**config.mk**
```make
export PLATFORM = sky130hd
export DESIGN_NAME = scsc_pipe_ctrl
export DESIGN_NICKNAME = d
export VERILOG_FILES = /design/src/rtl/scsc_pkg.sv /design/src/rtl/scsc_pipe_ctrl.sv
export SDC_FILE = /design/constraint.sdc
export NUM_CORES = 1
export LEC_CHECK = 0
export ABC_AREA = 0
export BUFFER_PORTS_ARGS = -buffer_cell sky130_fd_sc_hd__buf_2
export CORE_AREA = 10 10 47 49
export CTS_CLUSTER_SIZE = 16
export DETAILED_ROUTE_END_ITERATION = 8
export DIE_AREA = 0 0 57 59
export PLACE_DENSITY = 0.5
export SETUP_SLACK_MARGIN = 0.05
export SLEW_MARGIN = 20
export SYNTH_ARGS = -nofsm -noshare
export SYNTH_HDL_FRONTEND = slang
export SYNTH_SLANG_ARGS = --single-unit
```
**constraint.sdc**
```tcl
create_clock -name clk -period 0.83 [get_ports clk]
set_input_delay 0.083 -clock clk [delete_from_list [all_inputs] [get_ports clk]]
set_output_delay 0.083 -clock clk [all_outputs]
set_load 0.02 [all_outputs]
```
**src/rtl/scsc_pkg.sv**
```systemverilog
// Shared types and constants for the swept circle / segment collision block.
// Used by every module under rtl; depends on nothing else.
package scsc_pkg;

  // Number of register stages from input to result register
  localparam int unsigned NUM_STAGES = 7;
  // Stages held by the front end; the rest belong to the wide compare
  localparam int unsigned FRONT_STAGES = 4;

  // Widths of the arithmetic along the datapath
  localparam int unsigned COORD_W = 16;
  localparam int unsigned RAD_W   = 15;
  localparam int unsigned DIFF_W  = COORD_W + 1;   // difference of two coordinates
  localparam int unsigned PROD_W  = 2 * DIFF_W - 1; // signed product of two differences
  localparam int unsigned SQ_W    = PROD_W - 1;     // square of a difference
  localparam int unsigned CROSS_W = PROD_W + 1;     // sum or difference of two products
  localparam int unsigned SUMSQ_W = SQ_W + 1;       // sum of two squares
  localparam int unsigned R2_W    = 2 * RAD_W;
  localparam int unsigned HALF_LO = 17;             // low half width when splitting 33 bits
  localparam int unsigned HALF_HI = SUMSQ_W - HALF_LO;
  localparam int unsigned LHS_W   = 2 * SUMSQ_W;    // |cross|^2
  localparam int unsigned RHS_W   = R2_W + SUMSQ_W; // r^2 * |AB|^2

  typedef enum logic [1:0] {
    KIND_NONE     = 2'd0,
    KIND_SWEPT    = 2'd1,
    KIND_ENDPOINT = 2'd2,
    KIND_BODY     = 2'd3
  } kind_t;

  // Per-stage load enables from the pipeline control
  typedef struct packed {
    logic [NUM_STAGES-1:0] load;
  } pipe_ctl_t;

  // What the front end hands to the wide body compare
  typedef struct packed {
    kind_t                kind_pre;  // decision without the body test
    logic                 body_cand; // body test still open
    logic [SUMSQ_W-1:0]   abs_cross;
    logic [SUMSQ_W-1:0]   len2;
    logic [R2_W-1:0]      r2;
  } front_out_t;

endpackage

```
**src/rtl/scsc_pipe_ctrl.sv**
```systemverilog
// Valid bits and load enables for the collision pipeline.
// Depends on scsc_pkg for the stage count and the control struct.
module scsc_pipe_ctrl (
  input  logic                 clk,
  input  logic                 rst,
  input  logic                 in_valid,
  output logic                 in_stall,
  output logic                 out_valid,
  input  logic                 out_stall,
  output scsc_pkg::pipe_ctl_t  ctl
);

  localparam int unsigned N = scsc_pkg::NUM_STAGES;

  logic [N-1:0] vld;
  logic [N-1:0] load;

  // A stage loads when it is empty or its content moves on
  always_comb begin
    load[N-1] = !vld[N-1] || !out_stall;
    for (int i = N - 2; i >= 0; i--) begin
      load[i] = !vld[i] || load[i+1];
    end
  end

  assign in_stall  = !load[0];
  assign out_valid = vld[N-1];
  assign ctl.load  = load;

  // Advance valid bits with the data
  always_ff @(posedge clk) begin
    if (rst) begin
      vld <= '0;
    end else begin
      if (load[0]) begin
        vld[0] <= in_valid;
      end
      for (int i = 1; i < N; i++) begin
        if (load[i]) begin
          vld[i] <= vld[i-1];
        end
      end
    end
  end

  // Back pressure only when every stage holds an item
  a_stall_full: assert property (@(posedge clk) disable iff (rst)
    in_stall |-> (&vld))
    else $error("input stalled with an empty stage");

  // An accepted transfer lands in the first stage
  a_accept_lands: assert property (@(posedge clk) disable iff (rst)
    (in_valid && !in_stall) |=> vld[0])
    else $error("accepted item lost at first stage");

  // A result held under stall is not dropped
  a_result_held: assert property (@(posedge clk) disable iff (rst)
    (vld[N-1] && out_stall) |=> vld[N-1])
    else $error("stalled result dropped");

  // The result register only loads when free or drained
  a_out_load: assert property (@(posedge clk) disable iff (rst)
    (vld[N-1] && out_stall) |-> !load[N-1])
    else $error("result register overwritten under stall");

endmodule

```
# After elaboration in Yosys (flattened, before gate mapping)

Cells that the tools add are included.

Bits in writable memories: 0
Output and inout bits: 9
Register bits: 7
Bits in latches: 0
Logic and storage cells: 23
ROM bits: 0
Input port bits: 4
Memories: 0

Multiply operators: 0
Multiplexer cells: 0
Equality and inequality tests: 0
Magnitude comparators: 0
Bitwise operators: 0
Div/mod/pow operators: 0
Shifts and indexed selects: 0
Reductions and logical operators: 16
Add/subtract/negate cells: 0

Operator list:

| operator         | number |
|---|---|
| 1-bit zero test  | 9 |
| 1-bit logical OR | 7 |

# Logic depth before layout (Yosys ltp)

Depth in word-level cells: 9
Mapped depth: 4
Depth with buffers taken out: 3

# Worst setup path before layout

OpenSTA, ideal clock, no wires.

Path type: register -> register
Start: register vld[6]
End: register vld[3]
Period minus slack after synthesis: 1.269 ns
Arrival: 1.197 ns
Slack: -0.439 ns
Stages on the path, launching flop included: 5
Required time: 0.758 ns
Setup time: 0.072 ns
Path buffers: 1
Path through: dfxtp_1 > and3_2 > buf_6 > nand3_1 > a21oi_1

RTL lines:

| element                           | line                 | text |
|---|---|---|
| from (decl)                       | scsc_pipe_ctrl.sv:15 | `logic [N-1:0] vld;` |
| from (signal, indexed assignment) | scsc_pipe_ctrl.sv:40 | `vld[i] <= vld[i-1];` |

# Worst setup path in the final report

Start: register vld[6]
End: output in_stall

Word-level cells in the longest chain between the ends: 9

Ends and longest elaborated chain:

| element                       | line                 | text |
|---|---|---|
| 1-bit zero test               | scsc_pipe_ctrl.sv:20 | `load[N-1] = !vld[N-1] \|\| !out_stall;` |
| 1-bit logical OR              | scsc_pipe_ctrl.sv:20 |  |
| 1-bit logical OR (6 in a row) | scsc_pipe_ctrl.sv:22 | `load[i] = !vld[i] \|\| load[i+1];` |
| 1-bit zero test               | scsc_pipe_ctrl.sv:26 | `assign in_stall = !load[0];` |
| to (decl)                     | scsc_pipe_ctrl.sv:7  | `output logic in_stall,` |

Every way passes these cells.

==> flow_summary.yaml <==
outcome:
  violations: "negative setup slack"
  status: "finished, violations left"
die:
  core_mm2: 0.00140
  die_w_um: 57
  num_rows: 14
  die-area_mm2: 0.00336
  initial_utilization_pct: 21.2
  die_h_um: 59
  io-pin-count: 13
timing:
  final_max_slew_viol_count: 0
  slew-limit-headroom_pct: 89.5
  hold_violations: 0
  setup_viol: 15
  worst_pin_slew_ps: 158
  fin_skew_ps: 5.90
  fin_crit_ps: 1210
  rsz0062_at_grt: "yes"
  finalCritPeriodShare_pct: 146
  fmax_mhz: 825
  setup_ws_ps: -383
drt:
  vias: 294
  wl_per_cell_um: 10.5
  viasPerCell: 4.03
  drc: 0
  drt_iter0_drc: 0
  routed_wl_um: 770
  first_pass_iters: 1
  ant_nets: 0
synth:
  syn_area_per_cell_um2: 9.27
  ys_ff_latch: 7
  synth_area_um2: 297
  yosysTopAreaCellShare_pct: 47.3
  yosysSeqAreaShare_pct: 47.3
  synth_fp_nets: 36
  synthCells: 32
  yosysWarnings: 0
  synth_cell_types: 12
  yosys.area.top_type: "dfxtp_1"
  synthTopCellsByArea: "dfxtp_1 (47%), a21oi_1 (8.4%), inv_1 (7.6%)"
critical_path:
  startpoint_type: "flip-flop"
  required_ps: 750
  critPathKind: "flip-flop to output pin"
  end_kind: "output pin"
  r2r-end: "vld[1]"
  crit_fanout: 8
  rr_startpoint: "vld[6]"
  cp.arrival_ps: 1130
  rrSetupSlack_ps: -230
  reg2regPathDepth: 5
cells_and_area:
  area_growth_pct: 93.7
  reg.largest.list: "vld x7"
  largest_reg_flops: 7
  final_common_cell: "buf_6"
  top_register: "vld"
  nets: 62
  num_antenna_cells: 0
  final_cell_mix: "buf_6 (11), buf_4 (8), inv_1 (5), a21oi_2 (4), dfxtp_1 (4)"
  n_fill_cell: 153
  final_layout_size_suffix_gt1_share_pct: 71.9
  multi_input_area_um2: 158
  layoutNonFillerInstCount: 73
  seqCellArea_um2: 146
placement:
  place.gp.congestion: 0.701
  post-place-ws_ps: -148
  placed_cells_incl_taps: 66
  hpwlAfterDp_um: 577
  port_buffers: 12
grt:
  antenna_found_initial: 0
  grt-ovfl-total: 0
  grt_usage_pct: 4.80
  grt_pass1_vias: 306
  grt_first_pass_wirelength_um: 1270
  grt_start_max_net_pins: 9
cts:
  clk_path_buf_depth: 2
  clk_latency_ps: 250
  clock-sinks: 7
  htree_levels: 1
  cts_made_buffers: 3
  clkTransAtPathRegs_ps: 50
  cts_tree: "yes"
  ctsRootBufferMaster: "clkbuf_4"
pwr:
  p_leak_nw: 0.251
  power_per_cell_area_mw_per_mm2: 1190
  vdd_drop_max_mv: 1.03
  p_total_w: 0.000683
run:
  cap_violations: 0
min_path:
  hp-start: "in_valid"
  hold_path_class: "input pin to flip-flop"
  hold_path_end: "vld[0]"
  hold_depth: 3
[metrics by stage]
step                      area, µm²  TNS (ps)  utilization [%]  hold slack [ps]
after global placement          449      -844             32.1              336
after global routing            574     -3960             41.0             84.6
after CTS                       542     -3100             38.7             77.3
after floorplan                 332     -1270                -              145
final                           574     -3210             41.0             86.0
after detailed placement        449      -876             32.1              341
[cells in the mapped netlist, drive strengths merged]
master,number
a21oi,6
inv,6
dfxtp,7
and3,1
nand3,2
nor2,4
nand4,1
buf,1
and4,1
nand2,3
[cell families (layout without fill, tap and decap cells)]
group	Yosys count	count (layout)	share of synthesized area [%]
flops	7	7	47.3
buf+inv	7	32	11.4
compound gates	6	6	11.4
simple gates	12	12	30.0
[worst max-delay path by stage]
stage | cells after the start | start | slack [ps] | end
floorplan | 4 | vld[6] | -180 | vld[0]
global placement | 4 | vld[6] | -150 | in_stall
detailed placement | 4 | vld[5] | -150 | in_stall
CTS | 4 | vld[6] | -400 | in_stall
global route | 4 | vld[6] | -440 | in_stall
finish | 4 | vld[6] | -380 | in_stall
[power by group]
part | internal [W] | switching [W]
clock network | 0.000183 | 0.000116
registers | 0.000342 | 0.00000556
logic | 0.0000180 | 0.0000192
total | 0.000542 | 0.000140
[worst max-delay path, stage by stage (launching register included)]
cell     delay [ps]
dfxtp_4         330
and3_4          270
nand3_4         120
inv_4            60
buf_6           100
[per-layer routing]
layer / global-route usage (%) / share of wire [%]
met5: 0 / 0
met4: 4.03 / 3.8
met3: 3.43 / 12
met2: 6.36 / 44
met1: 5.01 / 40
[timing repair]
item / 4_1_cts / 5_1_grt
setup endpoints to repair: 15 / 16
hold buffers: 0 / 0
gates resized for setup: 21 / 3
hold endpoints to repair: 0 / 0
buffers inserted: 0 / 3
pin swaps: 3 / 5
[layout make-up]
cell class | instances | share of cell area (%)
timing repair buffer | 22 | 34.6
sequential | 7 | 25.5
tap | 16 | 3.49
inverter | 6 | 4.36
multi-input combinational | 18 | 27.5
clock buffer | 4 | 4.58
Note: power is estimated with default switching activity, not from simulation.
