### config.mk
export PLATFORM = sky130hd
export DESIGN_NAME = scsc_body
export DESIGN_NICKNAME = d
export VERILOG_FILES = /design/src/rtl/scsc_pkg.sv /design/src/rtl/scsc_body.sv
export SDC_FILE = /design/constraint.sdc
export NUM_CORES = 2
export LEC_CHECK = 0
export BUFFER_PORTS_ARGS = -buffer_cell sky130_fd_sc_hd__buf_2
export CAP_MARGIN = 20
export CORE_UTILIZATION = 60
export CTS_CLUSTER_SIZE = 12
export DETAILED_ROUTE_END_ITERATION = 16
export HOLD_SLACK_MARGIN = 0.15
export PLACE_DENSITY = 0.76
export REMOVE_ABC_BUFFERS = 1
export SLEW_MARGIN = 20
export SYNTH_ARGS = -nofsm -noshare
export SYNTH_HDL_FRONTEND = slang
export SYNTH_SLANG_ARGS = --single-unit
### constraint.sdc
create_clock -name clk -period 8.5 [get_ports clk]
set_input_delay 1.275 -clock clk [delete_from_list [all_inputs] [get_ports clk]]
set_output_delay 1.275 -clock clk [all_outputs]
set_load 0.1 [all_outputs]
### src/rtl/scsc_pkg.sv
// Shared types and constants for the swept circle / segment collision block.
// Used by every module under rtl; depends on nothing else.
package scsc_pkg;

  // Number of register stages from input to result register
  localparam int unsigned NUM_STAGES = 7;
  // Stages held by the front end; the rest belong to the wide compare
  localparam int unsigned FRONT_STAGES = 4;

  // Widths of the arithmetic along the datapath
  localparam int unsigned COORD_W = 16;
  localparam int unsigned RAD_W   = 15;
  localparam int unsigned DIFF_W  = COORD_W + 1;   // difference of two coordinates
  localparam int unsigned PROD_W  = 2 * DIFF_W - 1; // signed product of two differences
  localparam int unsigned SQ_W    = PROD_W - 1;     // square of a difference
  localparam int unsigned CROSS_W = PROD_W + 1;     // sum or difference of two products
  localparam int unsigned SUMSQ_W = SQ_W + 1;       // sum of two squares
  localparam int unsigned R2_W    = 2 * RAD_W;
  localparam int unsigned HALF_LO = 17;             // low half width when splitting 33 bits
  localparam int unsigned HALF_HI = SUMSQ_W - HALF_LO;
  localparam int unsigned LHS_W   = 2 * SUMSQ_W;    // |cross|^2
  localparam int unsigned RHS_W   = R2_W + SUMSQ_W; // r^2 * |AB|^2

  typedef enum logic [1:0] {
    KIND_NONE     = 2'd0,
    KIND_SWEPT    = 2'd1,
    KIND_ENDPOINT = 2'd2,
    KIND_BODY     = 2'd3
  } kind_t;

  // Per-stage load enables from the pipeline control
  typedef struct packed {
    logic [NUM_STAGES-1:0] load;
  } pipe_ctl_t;

  // What the front end hands to the wide body compare
  typedef struct packed {
    kind_t                kind_pre;  // decision without the body test
    logic                 body_cand; // body test still open
    logic [SUMSQ_W-1:0]   abs_cross;
    logic [SUMSQ_W-1:0]   len2;
    logic [R2_W-1:0]      r2;
  } front_out_t;

endpackage

### src/rtl/scsc_body.sv
// Body test: |cross|^2 < r^2 * |AB|^2 over split partial products, then the result.
// Three register stages; depends on scsc_pkg for widths, kinds and structs.
module scsc_body (
  input  logic                  clk,
  input  scsc_pkg::pipe_ctl_t   ctl,
  input  scsc_pkg::front_out_t  fo,
  output logic                  hit,
  output logic [1:0]            hit_kind
);

  localparam int unsigned LO = scsc_pkg::HALF_LO;
  localparam int unsigned HI = scsc_pkg::HALF_HI;
  localparam int unsigned RW = scsc_pkg::R2_W;
  localparam int unsigned LW = scsc_pkg::LHS_W;
  localparam int unsigned HW = scsc_pkg::RHS_W;
  localparam int unsigned S5 = scsc_pkg::FRONT_STAGES;

  logic [HI-1:0] ah, lh;
  logic [LO-1:0] al, ll;

  assign ah = fo.abs_cross[LO+HI-1:LO];
  assign al = fo.abs_cross[LO-1:0];
  assign lh = fo.len2[LO+HI-1:LO];
  assign ll = fo.len2[LO-1:0];

  // Stage 5: partial products
  logic [2*HI-1:0]  p_hh;
  logic [HI+LO-1:0] p_hl;
  logic [2*LO-1:0]  p_ll;
  logic [RW+HI-1:0] q_h;
  logic [RW+LO-1:0] q_l;
  scsc_pkg::kind_t  kind5;
  logic             cand5;

  always_ff @(posedge clk) begin
    if (ctl.load[S5]) begin
      p_hh  <= (2*HI)'(ah) * (2*HI)'(ah);
      p_hl  <= (HI+LO)'(ah) * (HI+LO)'(al);
      p_ll  <= (2*LO)'(al) * (2*LO)'(al);
      q_h   <= (RW+HI)'(fo.r2) * (RW+HI)'(lh);
      q_l   <= (RW+LO)'(fo.r2) * (RW+LO)'(ll);
      kind5 <= fo.kind_pre;
      cand5 <= fo.body_cand;
    end
  end

  // Stage 6: assemble both sides
  logic [LW-1:0]   lhs;
  logic [HW-1:0]   rhs;
  scsc_pkg::kind_t kind6;
  logic            cand6;

  always_ff @(posedge clk) begin
    if (ctl.load[S5+1]) begin
      lhs   <= (LW'(p_hh) << (2*LO)) + (LW'(p_hl) << (LO+1)) + LW'(p_ll);
      rhs   <= (HW'(q_h) << LO) + HW'(q_l);
      kind6 <= kind5;
      cand6 <= cand5;
    end
  end

  // Stage 7: compare and pick the result
  scsc_pkg::kind_t kind_next;
  scsc_pkg::kind_t kind;

  always_comb begin
    if (cand6 && (lhs < LW'(rhs))) begin
      kind_next = scsc_pkg::KIND_BODY;
    end else begin
      kind_next = kind6;
    end
  end

  always_ff @(posedge clk) begin
    if (ctl.load[S5+2]) begin
      kind <= kind_next;
    end
  end

  assign hit_kind = kind;
  assign hit      = (kind != scsc_pkg::KIND_NONE);

endmodule

# Yosys cells after proc, flatten, opt, wreduce, memory -nomap -nowiden

Index checks and enable logic that the tools add are counted.

Add/sub/neg operators: 3
Multiply operators: 5
Order comparisons: 1
Reductions and logical operators: 2

Operators with widths:

| operator            | number |
|---|---|
| $add A66 B34 Y66    | 1 |
| $add A66 B51 Y66    | 1 |
| $lt A66 B63 Y1      | 1 |
| $add A63 B47 Y63    | 1 |
| $mul A30 B17 Y47    | 1 |
| $mul A30 B16 Y46    | 1 |
| $mul A17 B17 Y34    | 1 |
| $mul A16 B17 Y33    | 1 |
| $mul A16 B16 Y32    | 1 |
| $reduce_bool A2 Y1  | 1 |
| $logic_and A1 B1 Y1 | 1 |

Flip-flop bits (word level): 329
Bits of input ports: 107
Word-level logic and storage cells: 23

# Depth between registers and ports, before layout

Word-level depth: 2
Mapped depth: 27
Depth with buffers taken out: 25

# Least setup slack after synthesis

No wires, ideal clock.

Path kind: input port to flip-flop
Start point: in fo[77] (netlist bit)
End point: reg p_hl[30], data pin
Library setup time: 0.260 ns
Arrival: 7.355 ns
Required time: 8.240 ns
Path slack: 0.886 ns
Stages on the path: 25
Path through: clkbuf_1 clkbuf_1 nand2_1 fa_1 inv_1 fa_1 inv_1 fa_1 fa_1 inv_1 fa_1 inv_1 fa_1 inv_1 ha_1 a21o_1 a21o_1 a21o_1 a21oi_1 o211ai_1 a2111oi_2 o41ai_1 a2111oi_0 nor3_1 xnor2_1

Word-level cells in the longest chain between the ends: 1

RTL lines:

| element              | RTL line        | RTL |
|---|---|---|
| start, declared      | scsc_body.sv:6  | `input scsc_pkg::front_out_t fo,` |
| $mul A16 B17 Y33     | scsc_body.sv:38 | `p_hl <= (HI+LO)'(ah) * (HI+LO)'(al);` |
| end signal, assigned | scsc_body.sv:38 |  |
| end, declared        | scsc_body.sv:28 | `logic [HI+LO-1:0] p_hl;` |

Every way passes these cells.
A chain may end at the register's enable or synchronous reset.

# Worst setup path after layout

Start point: in fo[9] (netlist bit)
End point: reg q_h[43], data pin

Word-level cells in the longest chain between the ends: 1

RTL lines:

| element              | RTL line        | RTL |
|---|---|---|
| $mul A30 B16 Y46     | scsc_body.sv:40 | `q_h <= (RW+HI)'(fo.r2) * (RW+HI)'(lh);` |
| end signal, assigned | scsc_body.sv:40 |  |
| end, declared        | scsc_body.sv:30 | `logic [RW+HI-1:0] q_h;` |

Every way passes these cells.

==> results.toml <==
[outcome]
status = "finished, final reports clean"

[timing]
post-route-period-util_pct = 91.1
hold_viol = 0
max_slew.worst_pin.slew_ns = 1.32
worst_slack_ns = 0.757
final.setup.tns_ns = 0
finalSetupViolCount = 0
min_period_ns = 7.74
rsz0062_at_grt = "no"
max_freq_mhz = 129
relSlewSlack_pct = 9.94
skew_ns = 0.0205
drv_slew = 0

[placed_design]
placedCellCount = 8977
hpwlAfterDp_mm = 133
numPortBuffers = 105
dp_slack_ns = 0.263
place_congestion = 0.917

[clocking]
h-tree-depth = 2
ctsRootBufferMaster = "clkbuf_16"
clk-insertion-delay-late_ns = 0.54
clockBufferDepth = 3
postCtsSetupRepairBufs = 0
cts_sinks = 326
cts_buffers = 35
cts_tree = "built"
path_clk_slew_ns = 0.06
postCtsHoldBufs = 0
cts_resized = 0

[cells_and_area]
final_nets = 9649
n_fill_cell = 9429
register_area_um2 = 9790
multi_input_area_um2 = 52900
stdcell_count = 9030
drive_gt1_share_pct = 4.40
synthToLayoutAreaGrowth_pct = 4.60

[critical_path]
cp-start-kind = "primary input"
cp-end-kind = "flop"
path_max_fanout = 16
cp.required_ns = 8.77
cp_data_arrival_time_ns = 8.01
worstSetupPathType = "in -> reg"
ff2ff_setup_slack_ns = 4.22

[grt]
grt_remaining_overflow = 0
track_usage_pct = 28.4
first_global_vias = 54698
grt_pass1_wl_mm = 274
grt_max_degree = 81
antenna_found_initial = 4

[detailed_routing]
via_per_inst = 5.60
drt-initial-drc-count = 3404
drc_errors = 0
wl_per_cell_um = 18.1
antenna_left = 0
drt-pass1-iter-count = 6
num_vias = 50607
wirelength_mm = 164

[synthesis]
synth_edf_count = 326
yosysSeqAreaShare_pct = 13.8
ys_async_sr_fraction_pct = 0
synth_flop_cell = "edfxtp_1"
synth_top_area_share_pct = 38.9
synth-warning-count = 0
synth_area_leaders = "fa_1 (39%), edfxtp_1 (14%), ha_1 (12%)"
synth_largest_area_cell = "fa_1"
avgSynthCellArea_um2 = 9.38
yosysUniqueCellTypes = 87
synth.cell_area_um2 = 70800
ys_ff_latch = 326
syn_inst = 7550

[floorplan]
start_util_pct = 60.8
core_area_um2 = 117000
ios = 110
dieHeight_um = 346
row_count = 125
dieArea_um2 = 119000
die_w_um = 346

[hold_path]
hp-class = "reg -> reg"

[flow_run]
drv_cap = 0
## per-layer routing
metal | GRT usage [%] | vias up | part of all wire, %
met4 | 8.54 | 2 | 3.2
met3 | 4.05 | 334 | 7.2
met2 | 48.3 | 1758 | 49
met1 | 37.8 | 25816 | 40
met5 | 0 | - | 0.0055
li1 | - | 22697 | -
## registers in the layout, summed over array words and instances (netlist names)
signal / count
lhs: 65
rhs: 63
q_l: 47
q_h: 46
p_hl: 33
p_ll: 33
p_hh: 31
hit_kind: 2
kind5: 2
kind6: 2
cand5: 1
cand6: 1
## area by class of cell
| class | instances | share of cell area, % |
|---|---|---|
| well taps | 1524 | 2.57 |
| repair buffers | 235 | 2.11 |
| clock inverters | 9 | 0.159 |
| diodes | 2 | 0.00676 |
| inverters | 1832 | 9.28 |
| clock buffers | 42 | 1.25 |
| flip-flops and latches | 326 | 13.2 |
| multi-input cells | 5060 | 71.4 |
## Yosys cell counts, types with 4 or more instances
cell type and number:
a31oi_1 28, o21bai_1 33, o31ai_1 9, ha_1 675
inv_1 1827, nand3_1 47, nand2b_1 26, nand2_1 997
or2_2 17, o211ai_1 14, nor2_1 158, a211oi_1 15
nor2b_1 34, a41oi_1 4, nor3_1 25, a221oi_1 5
and2_1 564, or3_1 5, clkbuf_1 324, a31o_2 6
nor3b_1 6, xor2_1 91, o31ai_2 4, nor4_1 5
o21ai_0 101, nand4_1 44, o21a_1 27, o31a_1 7
a2111oi_0 6, a211o_1 4, xnor2_1 185, and4_1 14
fa_1 1377, clkinv_1 4, a21oi_1 225, a221o_1 4
o21ai_1 17, buf_1 4, and3_1 26, edfxtp_1 326
a21o_1 196
## cell families (layout without fill, tap and decap cells)
group	after synthesis	count (layout)	synth area share (%)
XOR/XNOR	276	276	3.41
multiplexers	4	4	0.0601
AO/OA/AOI/OAI	749	749	6.97
adder cells (fa/ha/maj)	2052	2052	50.9
buffers and inverters	2164	2118	11.5
other	0	2	0
AND/OR/NAND/NOR	1979	1979	13.4
flip-flops	326	326	13.8
## metrics by stage
step	hold slack [ns]	util (%)	instance area [um2]
global placement	0.402	62.7	73000
CTS	0.416	63.6	74100
detailed placement	0.406	62.7	73000
global route	0.416	63.6	74100
floorplan	0.400	-	69600
finish	0.417	63.6	74100
## cells in the final DEF, fill, tap and decap left out, drive strengths merged, types with 158 or more instances in the layout
master / instances
nor2: 158
nand2: 997
xnor2: 185
a21o: 196
fa: 1377
buf: 234
and2: 564
ha: 675
edfxtp: 326
a21oi: 228
inv: 1829
## worst max-delay path, stage by stage
cell       delay [ns]
buf_2            0.36
buf_4            0.29
nand2_1          0.09
fa_1             0.48
fa_1             0.52
fa_1             0.54
inv_1            0.06
fa_1             0.49
fa_1             0.49
inv_1            0.05
fa_1             0.47
inv_1            0.04
ha_1             0.34
a21oi_1          0.15
o21ai_0          0.09
a31oi_1          0.35
o21ai_1          0.23
o311ai_1         0.34
buf_4            0.21
o31ai_2          0.11
o31ai_2          0.41
o31a_1           0.26
mux2i_1          0.20
o2111ai_1        0.13
## path summary, 6_finish.rpt
path	start	end	cells after the start
worst min-delay path	q_l[8]$_DFFE_PP_	rhs[8]$_DFFE_PP_	0
worst max register to register	p_ll[18]$_DFFE_PP_	lhs[64]$_DFFE_PP_	13
worst min register to register	q_l[8]$_DFFE_PP_	rhs[8]$_DFFE_PP_	0
worst max-delay path	fo[9]	q_h[43]$_DFFE_PP_	24
Power is not shown: default switching activity piles up to over one toggle a cycle in this logic, so the estimate is an artifact.
